===== src/hdl/lpbt_pkg.sv =====
// Shared types and constants for the LRU page buffer table.
package lpbt_pkg;
  localparam int unsigned NumFramesDefault = 16;
  localparam int unsigned MaxPinsDefault   = 255;
  localparam int unsigned FileW = 8;
  localparam int unsigned PageW = 20;
  localparam int unsigned PinW  = 16;

  typedef enum logic [1:0] {
    MODE_GET     = 2'd0,
    MODE_UNPIN   = 2'd1,
    MODE_DIRTY   = 2'd2,
    MODE_RELEASE = 2'd3
  } mode_e;

  typedef enum logic [2:0] {
    ST_OK       = 3'd0,
    ST_MISS     = 3'd1,
    ST_NOBUF    = 3'd2,
    ST_ABSENT   = 3'd3,
    ST_PIN_ZERO = 3'd4
  } status_e;

  typedef enum logic [2:0] {
    S_IDLE,
    S_SCAN,
    S_DECIDE,
    S_RANK,
    S_OUT
  } state_e;

  // Per-frame view handed from the frame store to the sequencer.
  typedef struct packed {
    logic             valid;
    logic             dirty;
    logic             pin_zero;
    logic             tag_match;
    logic [FileW-1:0] file;
    logic [PageW-1:0] page;
  } frame_view_t;
endpackage


===== src/hdl/lpbt_frames.sv =====
// Frame store: tags, pins, dirty marks and recency ranks, one frame read per cycle.
module lpbt_frames #(
  parameter int unsigned NumFrames = lpbt_pkg::NumFramesDefault,
  parameter int unsigned MaxPins   = lpbt_pkg::MaxPinsDefault,
  parameter int unsigned IdxW      = $clog2(NumFrames)
) (
  input  logic                     clk_i,
  input  logic                     rst_ni,
  input  logic [IdxW-1:0]          rd_idx_i,
  input  logic [lpbt_pkg::FileW-1:0] cmp_file_i,
  input  logic [lpbt_pkg::PageW-1:0] cmp_page_i,
  output lpbt_pkg::frame_view_t    view_o,
  output logic [IdxW-1:0]          rank_o,
  // commit operations on frame tgt_idx_i
  input  logic [IdxW-1:0]          tgt_idx_i,
  input  logic                     do_pin_inc_i,
  input  logic                     do_pin_dec_i,
  input  logic                     do_dirty_i,
  input  logic                     do_release_i,
  input  logic                     do_install_i,
  // rank update: ranks above thr drop by one at rd_idx_i; target takes top
  input  logic                     rank_step_i,
  input  logic [IdxW-1:0]          rank_thr_i,
  input  logic                     rank_top_i
);
  import lpbt_pkg::*;

  localparam logic [PinW-1:0] PinMax = PinW'(MaxPins);

  logic [NumFrames-1:0] valid_q, dirty_q;
  logic [PinW-1:0]  pin_q  [NumFrames];
  logic [IdxW-1:0]  rank_q [NumFrames];
  logic [FileW-1:0] file_q [NumFrames];
  logic [PageW-1:0] page_q [NumFrames];

  always_comb begin
    view_o.valid     = valid_q[rd_idx_i];
    view_o.dirty     = dirty_q[rd_idx_i];
    view_o.pin_zero  = (pin_q[rd_idx_i] == '0);
    view_o.file      = file_q[rd_idx_i];
    view_o.page      = page_q[rd_idx_i];
    view_o.tag_match = valid_q[rd_idx_i] && file_q[rd_idx_i] == cmp_file_i &&
                       page_q[rd_idx_i] == cmp_page_i;
    rank_o           = rank_q[rd_idx_i];
  end

  always_ff @(posedge clk_i) begin
    if (do_install_i) begin
      file_q[tgt_idx_i] <= cmp_file_i;
      page_q[tgt_idx_i] <= cmp_page_i;
    end
  end

  always_ff @(posedge clk_i or negedge rst_ni) begin
    if (!rst_ni) begin
      valid_q <= '0;
      dirty_q <= '0;
      for (int i = 0; i < NumFrames; i++) begin
        pin_q[i]  <= '0;
        rank_q[i] <= IdxW'(i);
      end
    end else begin
      if (do_install_i) begin
        valid_q[tgt_idx_i] <= 1'b1;
        dirty_q[tgt_idx_i] <= 1'b0;
        pin_q[tgt_idx_i]   <= PinW'(1);
      end
      if (do_pin_inc_i && pin_q[tgt_idx_i] < PinMax) begin
        pin_q[tgt_idx_i] <= pin_q[tgt_idx_i] + PinW'(1);
      end
      if (do_pin_dec_i) begin
        pin_q[tgt_idx_i] <= pin_q[tgt_idx_i] - PinW'(1);
      end
      if (do_dirty_i) begin
        dirty_q[tgt_idx_i] <= 1'b1;
      end
      if (do_release_i) begin
        valid_q[tgt_idx_i] <= 1'b0;
        dirty_q[tgt_idx_i] <= 1'b0;
        pin_q[tgt_idx_i]   <= '0;
      end
      if (rank_step_i && rank_q[rd_idx_i] > rank_thr_i) begin
        rank_q[rd_idx_i] <= rank_q[rd_idx_i] - IdxW'(1);
      end
      if (rank_top_i) begin
        rank_q[tgt_idx_i] <= IdxW'(NumFrames - 1);
      end
    end
  end
endmodule


===== src/hdl/lru_page_buffer_table.sv =====
// LRU page buffer table top level: request sequencer over the frame store.
// Usage: one request beat (mode, file_id, page_number) is taken on in_valid_i
// when in_stall_o is low; one result beat leaves on out_valid_o, taken when
// out_stall_i is low. The block works on one request at a time.
// A scan pass visits one frame a cycle for the tag match, free frame and
// victim search together; a get that changes the recency order (one that
// hits or installs) adds a second pass over the frames for the rank update.
// The decide step follows the scan, and the output step ends each request.
// The store's single frame read port is why each pass goes frame by frame.
// The result sits in an output register; in_stall_o stays high until it is
// taken, so a stalled receiver holds the whole block.
// Reset clears every frame to invalid, unpinned and clean, with ranks in
// frame order; the block leaves reset idle and ready for a request.
module lru_page_buffer_table #(
  parameter int unsigned NUM_FRAMES = lpbt_pkg::NumFramesDefault,
  parameter int unsigned MAX_PINS   = lpbt_pkg::MaxPinsDefault
) (
  input  logic        clk_i,
  input  logic        rst_ni,
  input  logic        in_valid_i,
  output logic        in_stall_o,
  input  logic [1:0]  mode_i,
  input  logic [7:0]  file_id_i,
  input  logic [19:0] page_number_i,
  output logic        out_valid_o,
  input  logic        out_stall_i,
  output logic [2:0]  status_o,
  output logic [3:0]  frame_index_o,
  output logic        writeback_needed_o,
  output logic [7:0]  writeback_file_o,
  output logic [19:0] writeback_page_o
);
  import lpbt_pkg::*;

  localparam int unsigned IdxW = $clog2(NUM_FRAMES);
  localparam logic [IdxW-1:0] LastIdx = IdxW'(NUM_FRAMES - 1);

  state_e state_q, state_d;
  logic [IdxW-1:0] idx_q, idx_d;
  mode_e mode_q;
  logic [FileW-1:0] file_q;
  logic [PageW-1:0] page_q;

  logic hit_q, free_q, vic_q;
  logic [IdxW-1:0] hit_idx_q, free_idx_q, vic_idx_q, vic_rank_q;
  logic [IdxW-1:0] tgt_q, thr_q;

  logic [2:0] status_q;
  logic [3:0] frame_q;
  logic wb_q;
  logic [FileW-1:0] wbf_q;
  logic [PageW-1:0] wbp_q;

  frame_view_t view;
  logic [IdxW-1:0] rank;
  logic [IdxW-1:0] rd_idx;

  // pin-zero, dirty mark and rank of the hit frame, latched during the scan
  logic hit_pz_q, hit_dirty_q;
  logic view_pin_zero_hit;
  logic [IdxW-1:0] rank_of_hit;

  logic in_acc;
  assign in_acc = in_valid_i && !in_stall_o;

  // decide-time choices
  logic [IdxW-1:0] slot;
  logic get_go, do_rank;
  always_comb begin
    slot    = free_q ? free_idx_q : vic_idx_q;
    get_go  = hit_q || free_q || vic_q;
    do_rank = (mode_q == MODE_GET) && get_go;
  end

  logic pin_inc, pin_dec, set_dirty, rel, install, rank_step, rank_top;
  always_comb begin
    pin_inc   = 1'b0;
    pin_dec   = 1'b0;
    set_dirty = 1'b0;
    rel       = 1'b0;
    install   = 1'b0;
    rank_step = 1'b0;
    rank_top  = 1'b0;
    rd_idx    = idx_q;
    case (state_q)
      S_DECIDE: begin
        rd_idx = slot;
        if (hit_q) begin
          case (mode_q)
            MODE_GET:     pin_inc   = 1'b1;
            MODE_UNPIN:   pin_dec   = !view_pin_zero_hit;
            MODE_DIRTY:   set_dirty = 1'b1;
            MODE_RELEASE: rel       = 1'b1;
            default: ;
          endcase
        end else if (mode_q == MODE_GET && get_go) begin
          install = 1'b1;
        end
      end
      S_RANK: begin
        rank_step = 1'b1;
        rank_top  = (idx_q == LastIdx);
      end
      default: ;
    endcase
  end

  assign view_pin_zero_hit = hit_pz_q;

  lpbt_frames #(
    .NumFrames(NUM_FRAMES),
    .MaxPins  (MAX_PINS),
    .IdxW     (IdxW)
  ) u_frames (
    .clk_i       (clk_i),
    .rst_ni      (rst_ni),
    .rd_idx_i    (rd_idx),
    .cmp_file_i  (file_q),
    .cmp_page_i  (page_q),
    .view_o      (view),
    .rank_o      (rank),
    .tgt_idx_i   ((state_q == S_RANK) ? tgt_q : (hit_q ? hit_idx_q : slot)),
    .do_pin_inc_i(pin_inc),
    .do_pin_dec_i(pin_dec),
    .do_dirty_i  (set_dirty),
    .do_release_i(rel),
    .do_install_i(install),
    .rank_step_i (rank_step),
    .rank_thr_i  (thr_q),
    .rank_top_i  (rank_top)
  );

  // next state
  always_comb begin
    state_d = state_q;
    idx_d   = idx_q;
    case (state_q)
      S_IDLE: begin
        if (in_acc) begin
          state_d = S_SCAN;
          idx_d   = '0;
        end
      end
      S_SCAN: begin
        if (idx_q == LastIdx) state_d = S_DECIDE;
        else idx_d = idx_q + IdxW'(1);
      end
      S_DECIDE: begin
        idx_d   = '0;
        state_d = do_rank ? S_RANK : S_OUT;
      end
      S_RANK: begin
        if (idx_q == LastIdx) state_d = S_OUT;
        else idx_d = idx_q + IdxW'(1);
      end
      S_OUT: begin
        if (!out_stall_i) state_d = S_IDLE;
      end
      default: state_d = S_IDLE;
    endcase
  end

  // outputs of the sequencer
  always_comb begin
    in_stall_o  = (state_q != S_IDLE);
    out_valid_o = (state_q == S_OUT);
  end

  assign status_o           = status_q;
  assign frame_index_o      = frame_q;
  assign writeback_needed_o = wb_q;
  assign writeback_file_o   = wbf_q;
  assign writeback_page_o   = wbp_q;

  always_ff @(posedge clk_i or negedge rst_ni) begin
    if (!rst_ni) begin
      state_q <= S_IDLE;
      idx_q   <= '0;
      hit_q   <= 1'b0;
      free_q  <= 1'b0;
      vic_q   <= 1'b0;
    end else begin
      state_q <= state_d;
      idx_q   <= idx_d;
      if (in_acc) begin
        hit_q  <= 1'b0;
        free_q <= 1'b0;
        vic_q  <= 1'b0;
      end else if (state_q == S_SCAN) begin
        if (view.tag_match && !hit_q) hit_q <= 1'b1;
        if (!view.valid && !free_q) free_q <= 1'b1;
        if (view.valid && view.pin_zero && (!vic_q || rank < vic_rank_q)) vic_q <= 1'b1;
      end
    end
  end

  always_ff @(posedge clk_i) begin
    if (in_acc) begin
      mode_q <= mode_e'(mode_i);
      file_q <= file_id_i;
      page_q <= page_number_i;
    end
    if (state_q == S_SCAN) begin
      // keep the first match and first free frame; lowest rank victim
      if (view.tag_match && !hit_q) begin
        hit_idx_q   <= idx_q;
        hit_pz_q    <= view.pin_zero;
        hit_dirty_q <= view.dirty;
        wbf_q       <= view.file;
        wbp_q       <= view.page;
      end
      if (!view.valid && !free_q) free_idx_q <= idx_q;
      if (view.valid && view.pin_zero && (!vic_q || rank < vic_rank_q)) begin
        vic_idx_q  <= idx_q;
        vic_rank_q <= rank;
      end
    end
    if (state_q == S_DECIDE) begin
      tgt_q    <= hit_q ? hit_idx_q : slot;
      thr_q    <= hit_q ? rank_of_hit : rank;
      wb_q     <= 1'b0;
      status_q <= ST_OK;
      frame_q  <= 4'(hit_idx_q);
      if (hit_q) begin
        if (mode_q == MODE_UNPIN && hit_pz_q) status_q <= ST_PIN_ZERO;
        if (mode_q == MODE_RELEASE && hit_dirty_q) wb_q <= 1'b1;
        else begin
          wbf_q <= '0;
          wbp_q <= '0;
        end
      end else if (mode_q != MODE_GET) begin
        status_q <= ST_ABSENT;
        frame_q  <= '0;
        wbf_q    <= '0;
        wbp_q    <= '0;
      end else if (!get_go) begin
        status_q <= ST_NOBUF;
        frame_q  <= '0;
        wbf_q    <= '0;
        wbp_q    <= '0;
      end else begin
        status_q <= ST_MISS;
        frame_q  <= 4'(slot);
        if (!free_q && view.dirty) begin
          wb_q  <= 1'b1;
          wbf_q <= view.file;
          wbp_q <= view.page;
        end else begin
          wbf_q <= '0;
          wbp_q <= '0;
        end
      end
    end
  end

  always_ff @(posedge clk_i) begin
    if (state_q == S_SCAN && view.tag_match && !hit_q) rank_of_hit <= rank;
  end

  a_out_hold: assert property (@(posedge clk_i) disable iff (!rst_ni)
    out_valid_o && out_stall_i |=> out_valid_o && $stable(status_o))
    else $error("result dropped under stall");
  a_busy: assert property (@(posedge clk_i) disable iff (!rst_ni)
    out_valid_o |-> in_stall_o)
    else $error("input taken while result pending");
  a_nobuf_clean: assert property (@(posedge clk_i) disable iff (!rst_ni)
    out_valid_o && status_o == ST_NOBUF |-> !writeback_needed_o && frame_index_o == 4'd0)
    else $error("no-buffer result carries data");
endmodule


===== config.mk =====
export PLATFORM = sky130hd
export DESIGN_NAME = lru_page_buffer_table
export DESIGN_NICKNAME = d
export VERILOG_FILES = /design/src/hdl/lpbt_pkg.sv /design/src/hdl/lpbt_frames.sv /design/src/hdl/lru_page_buffer_table.sv
export SDC_FILE = /design/constraint.sdc
export NUM_CORES = 2
export LEC_CHECK = 0
export BUFFER_PORTS_ARGS = -buffer_cell sky130_fd_sc_hd__buf_2
export CAP_MARGIN = 20
export CELL_PAD_IN_SITES_DETAIL_PLACEMENT = 1
export CELL_PAD_IN_SITES_GLOBAL_PLACEMENT = 2
export CORE_UTILIZATION = 35
export DETAILED_ROUTE_END_ITERATION = 10
export GPL_TIMING_DRIVEN = 1
export PLACE_DENSITY_LB_ADDON = 0.08
export SLEW_MARGIN = 40
export SYNTH_ARGS = -nofsm -noshare
export SYNTH_HDL_FRONTEND = slang
export SYNTH_HIERARCHICAL = 1
export SYNTH_SLANG_ARGS = --single-unit

===== constraint.sdc =====
create_clock -name clk_i -period 7.3 [get_ports clk_i]
set_clock_uncertainty 0.05 [all_clocks]
set_input_delay 0.365 -clock clk_i [delete_from_list [all_inputs] [get_ports clk_i]]
set_output_delay 0.365 -clock clk_i [all_outputs]
set_load 0.1 [all_outputs]

==> metrics.yaml <==
status:
  status: "complete, no violations"
drt:
  route.detailed.drc: 0
  num_vias: 24323
  drtPass1Iterations: 5
  routed_wl_um: 122000
  drt_iter0_markers: 1720
  wl_per_cell_um: 28.6
  final_antenna_net_count: 0
  viasPerCell: 5.68
floorplanning:
  dieArea_mm2: 0.113
  ioPinCount: 72
  rows: 122
  initial_core_util: 0.353
  die_y_um: 336
  die_w_um: 336
  coreArea_mm2: 0.111
synth:
  async_flop_share: 0.400
  synth_edf_count: 516
  yosysSeqAreaShare: 0.643
  yosys.area.top_type_share: 0.396
  yosysWarnings: 6
  syn_area_mm2: 0.0391
  synth-seq-cells: 906
  syn_inst: 2578
  netlist_top_cells_count: "edfxtp_1 (516), dfrtp_1 (330), nand2_1 (254)"
  yosysTopAreaCell: "edfxtp_1"
  synth_most_common_cell: "edfxtp_1"
  synth.distinct_cells: 83
  synth_area_leaders: "edfxtp_1 (40%), dfrtp_1 (21%), mux4_2 (14%)"
  synth_nets: 2623
  avgSynthCellArea_um2: 15.2
  synthFlopType: "edfxtp_1"
clock_network:
  cts.sinks: 906
  cts_max_level: 3
  clk_latency_ns: 0.71
  cts_buffers: 104
  cts_tree: "done"
  cts_buffer_depth: 3
  post-cts-setup-buffer-count: 0
  clockRootBuffer: "clkbuf_16"
  clk_pin_slew_ns: 0.06
timing:
  setup_viol: 0
  fin_crit_sh: 0.854
  tightestPinTransition_ns: 0.846
  slew_headroom: 0.434
  drv_slew: 0
  fmax_mhz: 160
  rsz0062_at_grt: "no"
  layout_min_cycle_time_ns: 6.23
  finalHoldViolCount: 0
  fin_ws_ns: 1.07
  finalSetupTns_ns: 0
pwr:
  combPwrFrac: 0.264
  clockPowerShare: 0.353
  swShare: 0.312
  switchingPower_mw: 4.81
  pwr_density_cell_mw_per_mm2: 339
  finalPower_mw: 15.5
  internal_power_mw: 10.6
  p_leak_nw: 16.9
  peakVddDrop_mv: 0.232
  pwr-share-seq: 0.383
global_route:
  antenna_found_initial: 0
  grt_max_degree: 101
  first_global_vias: 25804
  grt_pass1_wl_um: 181000
  grt_overflow_total: 0
  grt_use_total: 0.220
worst_setup_path:
  cp_data_required_time_ns: 7.90
  crit_path_start_kind: "flop"
  end_kind: "flop"
  critPathArrivalTime_ns: 6.83
  path_class: "flop to flop"
  path_max_fanout: 43
finish:
  nFillCells: 11110
  multi_input_area_mm2: 0.0133
  final_core_util: 0.411
  finalNonFillerCells: 4280
  num-nets-final: 2745
  syn_to_final_growth_pct: 16.4
  drive_above_1_share: 0.249
  num_antenna_cells: 0
  area.sequential_mm2: 0.0252
worst_hold_path:
  min_path_type: "input port to async pin"
placed_design:
  port-buffer-count: 71
  pre_cts_ws_ns: 0.731
  place_inst: 4048
  post-dp-hpwl_um: 77500
  gp_congestion: 0.814
run:
  cap_violations: 0
==> logic make-up (layout without fill, tap and decap cells) <==
group                    Yosys count  after routing  synth area share
AO/OA/AOI/OAI                    579            579             0.100
XOR/XNOR                          46             46            0.0103
AND/OR/NAND/NOR                  522            522            0.0663
flip-flops                       906            906             0.643
buffers and inverters            228            442            0.0270
multiplexers                     286            286             0.150
adder cells (fa/ha/maj)           11             11           0.00352
==> cell usage in the layout (no fill, tap or decap), types with 25 or more instances in the layout <==
cell type	n
nor4_1	58
a21oi_1	95
clkbuf_16	104
a22o_1	83
dfxtp_1	28
nand4_1	27
a32o_1	32
o21ai_0	194
nor2b_1	25
mux2i_1	30
buf_2	71
inv_1	51
buf_4	72
dlygate4sd3_1	33
nor2_1	36
dfstp_2	32
edfxtp_1	516
dfrtp_1	330
nand2_1	247
clkinv_2	26
mux4_2	237
o211ai_1	35
==> routing by layer <==
layer / vias to the layer above / part of all wire / global-route usage / wire [um]
met5: - / 0 / 0 / 0
met4: 0 / 0.026 / 0.0608 / 3130
met3: 162 / 0.039 / 0.0359 / 4800
met2: 540 / 0.47 / 0.348 / 57800
met1: 13195 / 0.46 / 0.312 / 56700
li1: 10426 / - / - / -
==> worst paths after layout <==
path	startpoint	endpoint	slack, ns	cells past startpoint
max reg2reg	state_q[1]	writeback_file_o[4]	1.07	19
max	state_q[1]	writeback_file_o[4]	1.07	19
min in group clk_i	file_id_i[4]	file_q[4]	0.32	2
min reg2reg	writeback_page_o[9]	writeback_page_o[9]	0.44	1
min	rst_ni	u_frames/rank_q[57]	0.12	2
max in group asynchronous	rst_ni	u_frames/pin_q[208]	5.64	4
==> timing repair <==
action                    in CTS  in global routing
resized for setup              0                  0
hold buffers                  33                  0
hold endpoints to repair     116                  0
==> stage by stage <==
step	hold WS (ns)	instance area, um^2
2_1_floorplan	0.0194	39100
3_3_place_gp	0.396	41300
3_5_place_dp	0.415	41500
4_1_cts	0.251	45400
5_1_grt	0.139	45600
6_report	0.121	45600
==> cell type report <==
class                   instances  area share
multi-input cells            1444       0.291
well taps                    1488      0.0409
flip-flops and latches        906       0.552
clock inverters                62      0.0174
inverters                      56     0.00467
clock buffers                 136      0.0619
repair buffers                188      0.0324
==> power by group through the flow <==
stage | registers [mW] | logic [mW] | clock network [mW]
after floorplan | 5.94 | 2.82 | 0
after global placement | 6.01 | 4.05 | 0
after detailed placement | 6.02 | 4.12 | 0
after CTS | 5.92 | 4.15 | 5.61
after global routing | 5.95 | 4.39 | 5.79
final | 5.92 | 4.08 | 5.46
==> state kept, by name (all words and copies together), names as in the netlist, 2 cells and up <==
signal / cells
file_q: 8
writeback_page_o: 20
thr_q: 4
rank_of_hit: 4
u_frames/page_q: 320
u_frames/file_q: 128
status_o: 3
state_q: 3
u_frames/rank_q: 64
u_frames/pin_q: 256
writeback_file_o: 8
vic_rank_q: 4
hit_idx_q: 4
idx_q: 4
page_q: 20
tgt_q: 4
mode_q: 2
free_idx_q: 4
u_frames/valid_q: 16
frame_index_o: 4
u_frames/dirty_q: 16
vic_idx_q: 4
==> critical path: stages (launching register included) <==
cell and delay [ns]:
dfrtp_1 0.53, nor2b_4 0.22, nand2b_2 0.19, inv_4 0.32
nand2_1 0.15, nand2_4 0.38, buf_12 0.37, buf_12 0.28
mux4_2 0.52, mux4_2 0.51, xor2_1 0.16, nor4_1 0.38
nand4_1 0.22, nor4_2 0.49, buf_4 0.23, and4b_4 0.33
o21bai_4 0.26, buf_16 0.21, buf_4 0.16, a22o_1 0.15
(Power assumes the default switching activity.)
